[src/ols_pkg.sv]
// ----------------------------------------------------------------------------
// ols_pkg
// Shared types and codes for the ordered list store and its cells.
// ----------------------------------------------------------------------------
package ols_pkg;

  localparam int VAL_W = 32;
  localparam int POS_W = 7;

  localparam logic [2:0] OP_READOUT    = 3'd0;
  localparam logic [2:0] OP_INS_FRONT  = 3'd1;
  localparam logic [2:0] OP_INS_END    = 3'd2;
  localparam logic [2:0] OP_INS_POS    = 3'd3;
  localparam logic [2:0] OP_DEL_FIRST  = 3'd4;
  localparam logic [2:0] OP_DEL_LAST   = 3'd5;
  localparam logic [2:0] OP_DEL_POS    = 3'd6;

  localparam logic [1:0] ST_OK    = 2'd0;
  localparam logic [1:0] ST_EMPTY = 2'd1;
  localparam logic [1:0] ST_FULL  = 2'd2;
  localparam logic [1:0] ST_RANGE = 2'd3;

  // What every cell of the chain does.
  typedef enum logic [1:0] {
    CELL_HOLD = 2'd0,
    CELL_INS  = 2'd1,
    CELL_DEL  = 2'd2,
    CELL_ROT  = 2'd3
  } cell_op_t;

  // Broadcast control: idx is the target entry for inserts and deletes,
  // and the tail entry for a rotation.
  typedef struct packed {
    cell_op_t         op;
    logic [POS_W-1:0] idx;
  } cell_ctrl_t;

endpackage

[src/ols_cell.sv]
// ----------------------------------------------------------------------------
// ols_cell
// One entry of the list chain, shifting towards either neighbour on command.
// ----------------------------------------------------------------------------
module ols_cell
  import ols_pkg::*;
#(
  parameter int INDEX = 0
) (
  input  logic                    clk,
  input  cell_ctrl_t              ctrl,
  input  logic signed [VAL_W-1:0] left_val,
  input  logic signed [VAL_W-1:0] right_val,
  input  logic signed [VAL_W-1:0] head_val,
  input  logic signed [VAL_W-1:0] new_val,
  output logic signed [VAL_W-1:0] val
);

  localparam logic [POS_W-1:0] MY_IDX = POS_W'(INDEX);

  logic signed [VAL_W-1:0] val_next;

  always_comb begin
    val_next = val;
    case (ctrl.op)
      CELL_INS: begin
        if (MY_IDX > ctrl.idx) val_next = left_val;
        else if (MY_IDX == ctrl.idx) val_next = new_val;
      end
      CELL_DEL: begin
        if (MY_IDX >= ctrl.idx) val_next = right_val;
      end
      CELL_ROT: begin
        // The tail entry wraps round to take the head.
        if (MY_IDX == ctrl.idx) val_next = head_val;
        else if (MY_IDX < ctrl.idx) val_next = right_val;
      end
      default: val_next = val;
    endcase
  end

  always_ff @(posedge clk) begin
    val <= val_next;
  end

endmodule

[src/ordered_list_store.sv]
// ----------------------------------------------------------------------------
// ordered_list_store
// Bounded ordered list of signed 32-bit values held in a chain of cells.
// ----------------------------------------------------------------------------
//
// Channel   Signals                                     Handshake
// --------  ------------------------------------------  ---------------------
// command   opcode, position, value                     start && !busy
// result    value_out, status, last, entry_count        strobe (one cycle)
//
// An insert or delete shifts every cell towards its neighbour at the clock
// edge that accepts it, and the status beat appears in the following cycle.
// A readout of n entries gives n beats (one if the list is empty); the chain
// rotates by one entry per cycle so that the head cell always holds the next
// entry, and after n rotations the list is back in its original order.
// Reset empties the list at once; cell contents are left as they are.
// The receiver cannot stall: each result beat is valid for one cycle only.
// ----------------------------------------------------------------------------
module ordered_list_store
  import ols_pkg::*;
#(
  parameter int CAPACITY = 32
) (
  input  logic                    clk,
  input  logic                    rst,
  input  logic                    start,
  output logic                    busy,
  input  logic [2:0]              opcode,
  input  logic [POS_W-1:0]        position,
  input  logic signed [VAL_W-1:0] value,
  output logic                    strobe,
  output logic signed [VAL_W-1:0] value_out,
  output logic [1:0]              status,
  output logic                    last,
  output logic [POS_W-1:0]        entry_count
);

  localparam int CNT_W = $clog2(CAPACITY + 1);
  localparam logic [CNT_W-1:0] CAP_CNT = CNT_W'(CAPACITY);

  typedef enum logic [1:0] {
    S_IDLE = 2'b01,
    S_READ = 2'b10
  } state_t;

  state_t          state, state_next;
  logic [CNT_W-1:0] count, count_next;
  logic [CNT_W-1:0] rd_idx, rd_idx_next;

  logic signed [VAL_W-1:0] cell_val [CAPACITY];
  cell_ctrl_t              ctrl;

  logic                    accept;
  logic [POS_W:0]          count_w;
  logic                    res_valid;
  logic signed [VAL_W-1:0] res_value;
  logic [1:0]              res_status;
  logic                    res_last;

  assign accept  = start && (state == S_IDLE);
  assign busy    = (state == S_READ);
  assign count_w = (POS_W + 1)'(count);

  // Decode the command, check it against the fill level and tell the chain
  // what to do. A readout rotates the chain and emits the head cell.
  always_comb begin
    state_next  = state;
    count_next  = count;
    rd_idx_next = rd_idx;
    ctrl.op     = CELL_HOLD;
    ctrl.idx    = '0;
    res_valid   = 1'b0;
    res_value   = '0;
    res_status  = ST_OK;
    res_last    = 1'b1;

    unique case (state)
      S_IDLE: begin
        if (accept) begin
          res_valid = 1'b1;
          unique case (opcode) inside
            OP_READOUT: begin
              if (count == '0) begin
                res_status = ST_EMPTY;
              end else begin
                res_value = cell_val[0];
                res_last  = (count == CNT_W'(1));
                ctrl.op   = CELL_ROT;
                ctrl.idx  = POS_W'(count_w - 1'b1);
                if (count != CNT_W'(1)) begin
                  state_next  = S_READ;
                  rd_idx_next = CNT_W'(1);
                end
              end
            end
            OP_INS_FRONT, OP_INS_END, OP_INS_POS: begin
              if (count == CAP_CNT) begin
                res_status = ST_FULL;
              end else if (opcode == OP_INS_POS &&
                           ((position == '0) ||
                            ((POS_W + 1)'(position) > count_w + 1'b1))) begin
                res_status = ST_RANGE;
              end else begin
                ctrl.op    = CELL_INS;
                count_next = count + 1'b1;
                if (opcode == OP_INS_FRONT) ctrl.idx = '0;
                else if (opcode == OP_INS_END) ctrl.idx = POS_W'(count_w);
                else ctrl.idx = position - 1'b1;
              end
            end
            OP_DEL_FIRST, OP_DEL_LAST, OP_DEL_POS: begin
              if (count == '0) begin
                res_status = ST_EMPTY;
              end else if (opcode == OP_DEL_POS &&
                           ((position == '0) ||
                            ((POS_W + 1)'(position) > count_w))) begin
                res_status = ST_RANGE;
              end else begin
                ctrl.op    = CELL_DEL;
                count_next = count - 1'b1;
                if (opcode == OP_DEL_FIRST) ctrl.idx = '0;
                else if (opcode == OP_DEL_LAST) ctrl.idx = POS_W'(count_w - 1'b1);
                else ctrl.idx = position - 1'b1;
              end
            end
            default: begin
              // The unused opcode leaves the list alone and reports success.
              res_status = ST_OK;
            end
          endcase
        end
      end
      S_READ: begin
        res_valid   = 1'b1;
        res_value   = cell_val[0];
        res_last    = ((POS_W + 1)'(rd_idx) + 1'b1 == count_w);
        ctrl.op     = CELL_ROT;
        ctrl.idx    = POS_W'(count_w - 1'b1);
        rd_idx_next = rd_idx + 1'b1;
        if (res_last) state_next = S_IDLE;
      end
      default: state_next = S_IDLE;
    endcase
  end

  // The chain itself: each cell sees its neighbours, the head and the new value.
  for (genvar gi = 0; gi < CAPACITY; gi++) begin : g_cell
    logic signed [VAL_W-1:0] left_v;
    logic signed [VAL_W-1:0] right_v;

    if (gi == 0) begin : g_first
      assign left_v = value;
    end else begin : g_mid_l
      assign left_v = cell_val[gi-1];
    end

    if (gi == CAPACITY - 1) begin : g_end
      assign right_v = cell_val[gi];
    end else begin : g_mid_r
      assign right_v = cell_val[gi+1];
    end

    ols_cell #(
      .INDEX(gi)
    ) u_cell (
      .clk      (clk),
      .ctrl     (ctrl),
      .left_val (left_v),
      .right_val(right_v),
      .head_val (cell_val[0]),
      .new_val  (value),
      .val      (cell_val[gi])
    );
  end

  // Control state.
  always_ff @(posedge clk) begin
    if (rst) begin
      state  <= S_IDLE;
      count  <= '0;
      rd_idx <= '0;
      strobe <= 1'b0;
    end else begin
      state  <= state_next;
      count  <= count_next;
      rd_idx <= rd_idx_next;
      strobe <= res_valid;
    end
  end

  // Result payload, registered so the beat lines up with the strobe.
  always_ff @(posedge clk) begin
    value_out   <= res_value;
    status      <= res_status;
    last        <= res_last;
    entry_count <= POS_W'(count_next);
  end

`ifndef SYNTHESIS
  // The fill level never passes the capacity.
  a_count_bound: assert property (@(posedge clk) disable iff (rst)
    count <= CAP_CNT)
    else $error("entry count above capacity");

  // A readout in progress always has entries left to send.
  a_read_nonempty: assert property (@(posedge clk) disable iff (rst)
    (state == S_READ) |-> (rd_idx < count) && (count != '0))
    else $error("readout index past the list end");

  // Every result beat follows an accepted command or a readout cycle.
  a_strobe_cause: assert property (@(posedge clk) disable iff (rst)
    (!$past(rst) && strobe) |-> ($past(accept) || $past(state == S_READ)))
    else $error("result beat without cause");

  // A readout leaves the fill level unchanged.
  a_read_count: assert property (@(posedge clk) disable iff (rst)
    (state == S_READ) |=> $stable(count))
    else $error("entry count changed during readout");
`endif

endmodule

[config.mk]
export PLATFORM = sky130hd
export DESIGN_NAME = ordered_list_store
export DESIGN_NICKNAME = d
export VERILOG_FILES = /design/src/ols_pkg.sv /design/src/ols_cell.sv /design/src/ordered_list_store.sv
export SDC_FILE = /design/constraint.sdc
export NUM_CORES = 2
export LEC_CHECK = 0
export BUFFER_PORTS_ARGS = -buffer_cell sky130_fd_sc_hd__buf_4
export CORE_ASPECT_RATIO = 2
export CORE_MARGIN = 4
export CORE_UTILIZATION = 47
export DETAILED_ROUTE_END_ITERATION = 7
export HOLD_SLACK_MARGIN = 0.1
export RECOVER_POWER = 50
export SLEW_MARGIN = 30
export SYNTH_ARGS = -nofsm -noshare
export SYNTH_HDL_FRONTEND = slang
export SYNTH_SLANG_ARGS = --single-unit
[constraint.sdc]
create_clock -name clk -period 17.25 [get_ports clk]
set_input_delay 3.45 -clock clk [delete_from_list [all_inputs] [get_ports clk]]
set_output_delay 3.45 -clock clk [all_outputs]
set_load 0.03 [all_outputs]
* Word level (Yosys, flattened, before mapping) *
Index checks and enable logic that the tools add are counted.

word-level totals
  bits in registers = 1080
  output and inout port bits = 44
  logic and storage cells = 575

operators by class
  $add $sub $neg = 7
  order comparisons = 96
  equality and inequality tests = 147
  multiplexer cells = 236
  reduce and logical (&&, ||, !) cells = 49

operators by type and width
  cell                  number
  $mux W32              161
  $pmux W32 S3          31
  $ne A3 B1 Y1 const B  62
  $pmux W32 S2          2
  $reduce_and A4 Y1     30
  $eq A5 B7 Y1 const A  16
  $gt A5 B7 Y1 const A  16
  $ge A5 B7 Y1 const A  15
  $lt A5 B7 Y1 const A  15
  $ne A2 B1 Y1 const B  36
  $mux W6               10
  $eq A4 B7 Y1 const A  8
  $ge A4 B7 Y1 const A  8
  $gt A4 B7 Y1 const A  8
  $lt A4 B7 Y1 const A  8
  $mux W9               4
  $eq A3 B7 Y1 const A  4
  $ge A3 B7 Y1 const A  4
  $gt A3 B7 Y1 const A  4
  $lt A3 B7 Y1 const A  4
  $mux W7               4
  $pmux W9 S3           1
  $pmux W6 S2           2
  $mux W2               9
  other kinds (42)      73

* Logic depth before layout (Yosys ltp) *
  word-level depth = 13
  mapped depth = 20
  gate-level depth less buffers = 15

* Modules after synthesis *
From an unflattened synthesis, not the netlist that was laid out.

unflattened totals
  cells, all modules = 6913
  area total of the unflattened synthesis = 75804.0 um^2

modules (own cells, without submodules)
  module                        times used  cells each  area each (um^2)  sequential area each (um^2)
  ordered_list_store            1           382         3281.9            1121.1
  ols_cell (g_cell[15].u_cell)  1           279         3022.9            960.9
  ols_cell (g_cell[25].u_cell)  1           303         2969.1            960.9
  ols_cell (g_cell[23].u_cell)  1           271         2748.9            960.9
  ols_cell (g_cell[13].u_cell)  1           258         2720.1            960.9
  ols_cell (g_cell[17].u_cell)  1           276         2701.3            960.9
  ols_cell (g_cell[8].u_cell)   1           250         2660.1            960.9
  ols_cell (g_cell[28].u_cell)  1           271         2658.8            960.9
  ols_cell (g_cell[29].u_cell)  1           275         2652.5            960.9
  ols_cell (g_cell[24].u_cell)  1           200         2572.5            960.9
  ols_cell (g_cell[12].u_cell)  1           272         2528.7            960.9
  ols_cell (g_cell[14].u_cell)  1           188         2353.5            960.9
  ols_cell (g_cell[21].u_cell)  1           196         2303.5            960.9
  ols_cell (g_cell[4].u_cell)   1           193         2294.7            960.9
  19 more rows                  -           -           -                 -

* Least setup slack after synthesis *
No wires, ideal clock.

  path kind = input-to-reg
  start point = in position[0]
  end point = reg g_cell[7].u_cell.val[0] (enable)
  setup time = 0.470 ns
  arrival time = 8.754 ns
  setup slack = 8.026 ns
  stages = 15
  path buffers = 4
  path through = clkbuf_1 > inv_1 > ha_1 > or4_1 > o2111ai_1 > o311ai_0 > a211o_1 > o311a_4 > or2_1 > buf_2 > a31oi_4 > buf_4 > nor2_4 > buf_4 > a211oi_1

on the way
  word-level cells in the longest chain between the ends = 11
  elaborated cells between the ends (all ways) = 31
  classes of those cells = 1 x add/sub; 5 x order compare; 7 x eq/ne; 11 x mux; 7 x reduce/logical

RTL lines
  item                                                         RTL line                                              RTL
  start: declaration                                           ordered_list_store.sv:29                              input logic [POS_W-1:0] position,
  $sub A7 B1 Y7, or another cell as far along                  ordered_list_store.sv:108, ordered_list_store.sv:123
  $mux W7, or another cell as far along                        ordered_list_store.sv:122                             else if (opcode == OP_DEL_LAST) ctrl.idx = POS_W'(count_w - 1'b1);
  $mux W7, or another cell as far along                        ordered_list_store.sv:121                             if (opcode == OP_DEL_FIRST) ctrl.idx = '0;
  $mux W9 or $mux W8 (tied branches)                           ordered_list_store.sv:114, ordered_list_store.sv:99
  $mux W9 or $mux W8 (tied branches)                           ordered_list_store.sv:112, ordered_list_store.sv:97
  $pmux W9 S3 *                                                ordered_list_store.sv:81                              unique case (opcode) inside
  $mux W9 *                                                    ordered_list_store.sv:79                              if (accept) begin
  $pmux W9 S2 *                                                ordered_list_store.sv:77                              unique case (state)
  $lt A3 B7 Y1, or another cell as far along                   ols_cell.sv:36                                        else if (MY_IDX < ctrl.idx) val_next = right_val;
  $ne A3 B1 Y1 (no source line), or another cell as far along  -
  $reduce_and A4 Y1 (no source line) *                         -
  end signal: assignment                                       ols_cell.sv:43                                        val <= val_next;
  end: declaration                                             ols_cell.sv:16                                        output logic signed [VAL_W-1:0] val

Every way passes the cells marked *; elsewhere a longest branch is shown, timed or not.
A chain may end at the register's enable or synchronous reset.

* Worst setup path in the final report *
  start point = in opcode[2]
  end point = reg g_cell[24].u_cell.val[15] (enable)

on the way
  word-level cells in the longest chain between the ends = 11
  elaborated cells between the ends (all ways) = 34
  classes of those cells = 3 x order compare; 13 x eq/ne; 11 x mux; 7 x reduce/logical

RTL lines
  item                                                           RTL line                                              RTL
  start: declaration                                             ordered_list_store.sv:28                              input logic [2:0] opcode,
  $eq A3 B3 Y1 or $eq A3 B2 Y1 (tied branches)                   ordered_list_store.sv:122, ordered_list_store.sv:107
  $mux W7, on equally long branches                              ordered_list_store.sv:122, ordered_list_store.sv:107
  $mux W7, on equally long branches                              ordered_list_store.sv:121, ordered_list_store.sv:106
  $mux W9 or $mux W8 (tied branches)                             ordered_list_store.sv:114, ordered_list_store.sv:99
  $mux W9 or $mux W8 (tied branches)                             ordered_list_store.sv:112, ordered_list_store.sv:97
  $pmux W9 S3 *                                                  ordered_list_store.sv:81
  $mux W9 *                                                      ordered_list_store.sv:79
  $pmux W9 S2 *                                                  ordered_list_store.sv:77
  $lt A5 B7 Y1, or another cell as far along                     ols_cell.sv:36
  $ne A3 B1 Y1 (no source line) or $ne A2 B1 Y1 (tied branches)  -
  $reduce_and A4 Y1 (no source line) *                           -
  end signal: assignment                                         ols_cell.sv:43
  end: declaration                                               ols_cell.sv:16

Marks and branches as above.

==> out/metrics.csv <==
stage;metric;value;unit
global_route;grt total ovfl;0;
layout;design area;67500;um^2
min_path;Worst Hold Launch;rd_idx[5]$_SDFFE_PP0P_;
global_route;met1 Use GR;44.4;%
placed_design;placed cell areas;64600;um^2
synthesis;fraction of synthesized cell area taken by the top area cell type;49.4;%
timing;worst-margin pin slew;4.62;ns
clock_network;H-tree Lvls;3;
power;leakage power;24.7;nW
clock_network;Root Driver;clkbuf_16;
synthesis;Synth Register Bits;1080;
synthesis;top area cells in the synthesized netlist;edfxtp_1 49%, mux2i_1 13%, a221o_1 4.0%;
clock_network;clk sink count;1080;
min_path;hold path endpoint;rd_idx[5]$_SDFFE_PP0P_;
drt;routed len/inst;35.4;um
floorplan;# rows;188;
global_route;global route hottest layer;met2;
power;Power Density;205;nW/um^2
timing;Slew HR;-208;%
global_route;vias in the first global route;50200;
synthesis;simple-gate share of the synthesized area;8.87;%
global_route;met3 global-route usage;6.06;%
synthesis;adder-cell share of the synthesized area;0.443;%
clock_network;setup bufs post-CTS;0;
drt;antenna-violating nets left;0;
status;status;finished with violations;
layout;final-stage net count;5285;
timing;Final setup viols;0;
floorplan;Die Ht;522;um
timing;Slew Limit Fails;1440;
global_route;global-route wire length before repair;358000;um
timing;max frequency;78.8;MHz
floorplan;IO Count;89;
layout;Fillers;11800;
timing;Total Neg Setup Slack;0;ns
synthesis;Post-Synth XOR/XNOR Area;0.437;%
drt;Remaining DRCs;0;
placed_design;placed insts;6820;
setup_path;Crit Reg-Reg Startpoint;count[4]$_SDFF_PP0_;
setup_path;Reg-to-Reg End;g_cell[29].u_cell.val[5]$_DFFE_PP_;
clock_network;Longest Clk Path Bufs;3;
setup_path;crit path kind;in2reg;
status;failing checks;capacitance limit, slew limit;
global_route;pin count of the biggest net entering global routing;173;
min_path;worst hold path depth;2;
clock_network;TritonCTS Buffers;104;
timing;Period minus WS final;12.69;ns
setup_path;crit-path leading delay family;compound AO/OA/AOI/OAI gates;
clock_network;clock slew at reported path FFs;0.07;ns
setup_path;CP Buf/Inv Count;4;
layout;Area Overhead vs Synth;8.49;%
drt;TritonRoute pass-1 iters;7;
drt;Vias;51100;
synthesis;Post-synth EDFFs;1024;
global_route;initial antenna violation count;7;
synthesis;largest family of logic cells by synthesized area;compound AO/OA/AOI/OAI gates;
power;worst vdd ir;144;uV
setup_path;Worst Path Required;17.58;ns
setup_path;Critical Path Sink Type;register;
setup_path;Max stage delay on crit path;1.90;ns
layout;fraction of layout cells with a size suffix above 1;9.64;%
clock_network;CTS tree;yes;
synthesis;register area share after synthesis;51.2;%
setup_path;CP most frequent cell;clkbuf_1;
global_route;met2 Track Usage GR;56.8;%
synthesis;largest area contributor in the netlist;edfxtp_1;
clock_network;clk_lat worst skew;0.75;ns
synthesis;post-synthesis mux area share;13.4;%
setup_path;CP Max Fanout;35;
min_path;Worst Hold Class;reg2reg;
setup_path;R2R cell count;15;
timing;unrepaired setup endpoints after global routing;no;
setup_path;crit path cell chain;clkbuf_1 -> nand3_1 -> and2_0 -> a21oi_1 -> o21ai_0 -> a22oi_1 -> a31oi_1 -> clkbuf_1 -> a21oi_4 -> clkbuf_1 -> a21oi_1 -> nor2_1 -> clkbuf_1;
clock_network;hold_buf cts;0;
drt;post-DR vias/cell;7.27;
timing;Fin Hold WS;0.483;ns
layout;multi-input logic area;27900;um^2
placed_design;Final HPWL DP;170000;um
timing;Hold Vio Cnt, Final;0;
drt;routed wire length;249000;um
drt;DR iter-0 viols;7356;
global_route;GRT Util Overall;34.6;%
setup_path;R2R setup slack;6.46;ns
setup_path;CP arrival;13.02;ns
floorplan;die width;265;um
placed_design;buffers added on ports;87;
clock_network;post_cts resized;0;
synthesis;synth unique cells;100;
job;MaxCap Viol Count;42;
synthesis;Synth Net Count;5600;
setup_path;critical path launch point type;primary input;
floorplan;initial core utilization;47.4;%
synthesis;Synth Area in Compound Gates;20.6;%
timing;Final period util;73.6;%
synthesis;Avg Cell Area, Syn;11.2;um^2
synthesis;synthesized instance count;5533;
floorplan;die area;139000;um^2
synthesis;cell area after synthesis;62200;um^2
timing;Setup Skew;0.0357;ns
synthesis;Synth warnings;0;
setup_path;Slowest cell on crit path;a22oi_1;
placed_design;RD Place Congestion;0.936;
synthesis;leading register cell type out of synthesis;edfxtp_1;
synthesis;FFs w/ async S/R, synth;0;%
layout;Final Non-Filler Cells;7019;
layout;register area;31900;um^2
floorplan;Core ar.;131000;um^2
[cells by family (layout without fill, tap and decap cells)]
kind of cell,count (synthesis),count (layout)
xor gates and xnor gates,31,31
and+or+nand+nor,1133,1133
AOI/OAI and AO/OA,1704,1704
buffers and inverters,737,507
other,1,7
muxes,825,825
adders and majority gates,22,22
DFF,1080,1080
[sequential cells by signal (all words and copies together), names as in the netlist]
register and flops:
g_cell.u_cell.val 1024, value_out 32, count 6, entry_count 6, rd_idx 6, state 2, status 2, last 1
strobe 1
[how the worst max path moves through the flow]
| stage | start | endpoint | depth (start not counted) |
|---|---|---|---|
| floorplan | position[0] | g_cell[7].u_cell.val[0]$_DFFE_PP_ | 15 |
| global placement | position[4] | g_cell[17].u_cell.val[24]$_DFFE_PP_ | 12 |
| detailed placement | position[0] | g_cell[17].u_cell.val[24]$_DFFE_PP_ | 13 |
| CTS | position[0] | g_cell[17].u_cell.val[24]$_DFFE_PP_ | 13 |
| global route | opcode[2] | g_cell[24].u_cell.val[15]$_DFFE_PP_ | 13 |
| finish | opcode[2] | g_cell[24].u_cell.val[15]$_DFFE_PP_ | 13 |
[Yosys cell counts (all sizes together) (42+ instances only)]
| cell | number |
|---|---|
| edfxtp | 1024 |
| mux2i | 783 |
| clkbuf | 483 |
| nand3 | 383 |
| nand2 | 381 |
| o21ai | 320 |
| a22oi | 270 |
| a221o | 249 |
| buf | 202 |
| o221ai | 201 |
| o211ai | 189 |
| a21oi | 176 |
| nor2 | 152 |
| a32oi | 98 |
| nor2b | 73 |
| dfxtp | 56 |
| a211oi | 49 |
| a31oi | 46 |
| and3 | 43 |
| mux2 | 42 |
[where the power goes]
part	leakage, nW	total, mW	internal (mW)	switching (mW)
Sequential	9.88	5.34	4.70	0.644
Combinational	13.1	6.11	2.01	4.10
Clock	1.67	2.38	1.30	1.09
Total	24.7	13.8	8.01	5.83
[per-stage QoR]
step / power [mW] / utilization, % / worst slack [ns]
2_1_floorplan: 9.07 / - / 8.03
3_3_place_gp: 11.1 / 48.9 / 7.90
3_5_place_dp: 11.3 / 49.2 / 7.86
4_1_cts: 13.7 / 51.8 / 8.63
5_1_grt: 14.4 / 51.4 / 4.28
6_report: 13.8 / 51.4 / 4.56
[metal layers]
metal | up-vias | wire [um]
met2 | 3522 | 118000
met4 | 2 | 14100
li1 | 21400 | -
met3 | 711 | 24600
met5 | - | 7
met1 | 25400 | 92300
[area by class of cell]
cell class                      count  share of cell area [%]
Antenna cell                        6                  0.0223
Clock buffer                      147                    4.37
Clock inverter                     44                   0.675
Inverter                           52                   0.289
Multi-Input combinational cell   3716                    41.4
Sequential cell                  1080                    47.2
Tap cell                         1710                    3.17
Timing Repair Buffer              264                    2.82
[cell usage in the layout, fill, tap and decap left out, types with 38 or more instances in the layout]
| cell | n |
|---|---|
| nor2_1 | 134 |
| clkbuf_1 | 113 |
| o21ai_1 | 39 |
| mux2i_1 | 783 |
| nand3_1 | 376 |
| dfxtp_1 | 56 |
| clkbuf_16 | 105 |
| a22oi_1 | 269 |
| nand2_1 | 374 |
| and3_1 | 38 |
| mux2_2 | 39 |
| nor2b_1 | 73 |
| a221o_1 | 249 |
| buf_4 | 160 |
| edfxtp_1 | 1024 |
| o21ai_0 | 271 |
| o221ai_1 | 201 |
| a32oi_1 | 98 |
| a21oi_1 | 151 |
| o211ai_1 | 188 |
[tightest hold or removal path, delay by kind of cell (launching register included)]
| kind | cells | cell delay, ns |
|---|---|---|
| AO/OA/AOI/OAI | 1 | 0.05 |
| flip-flops | 1 | 0.33 |
| AND/OR/NAND/NOR | 1 | 0.06 |
Note: power is estimated with default switching activity, not from simulation.
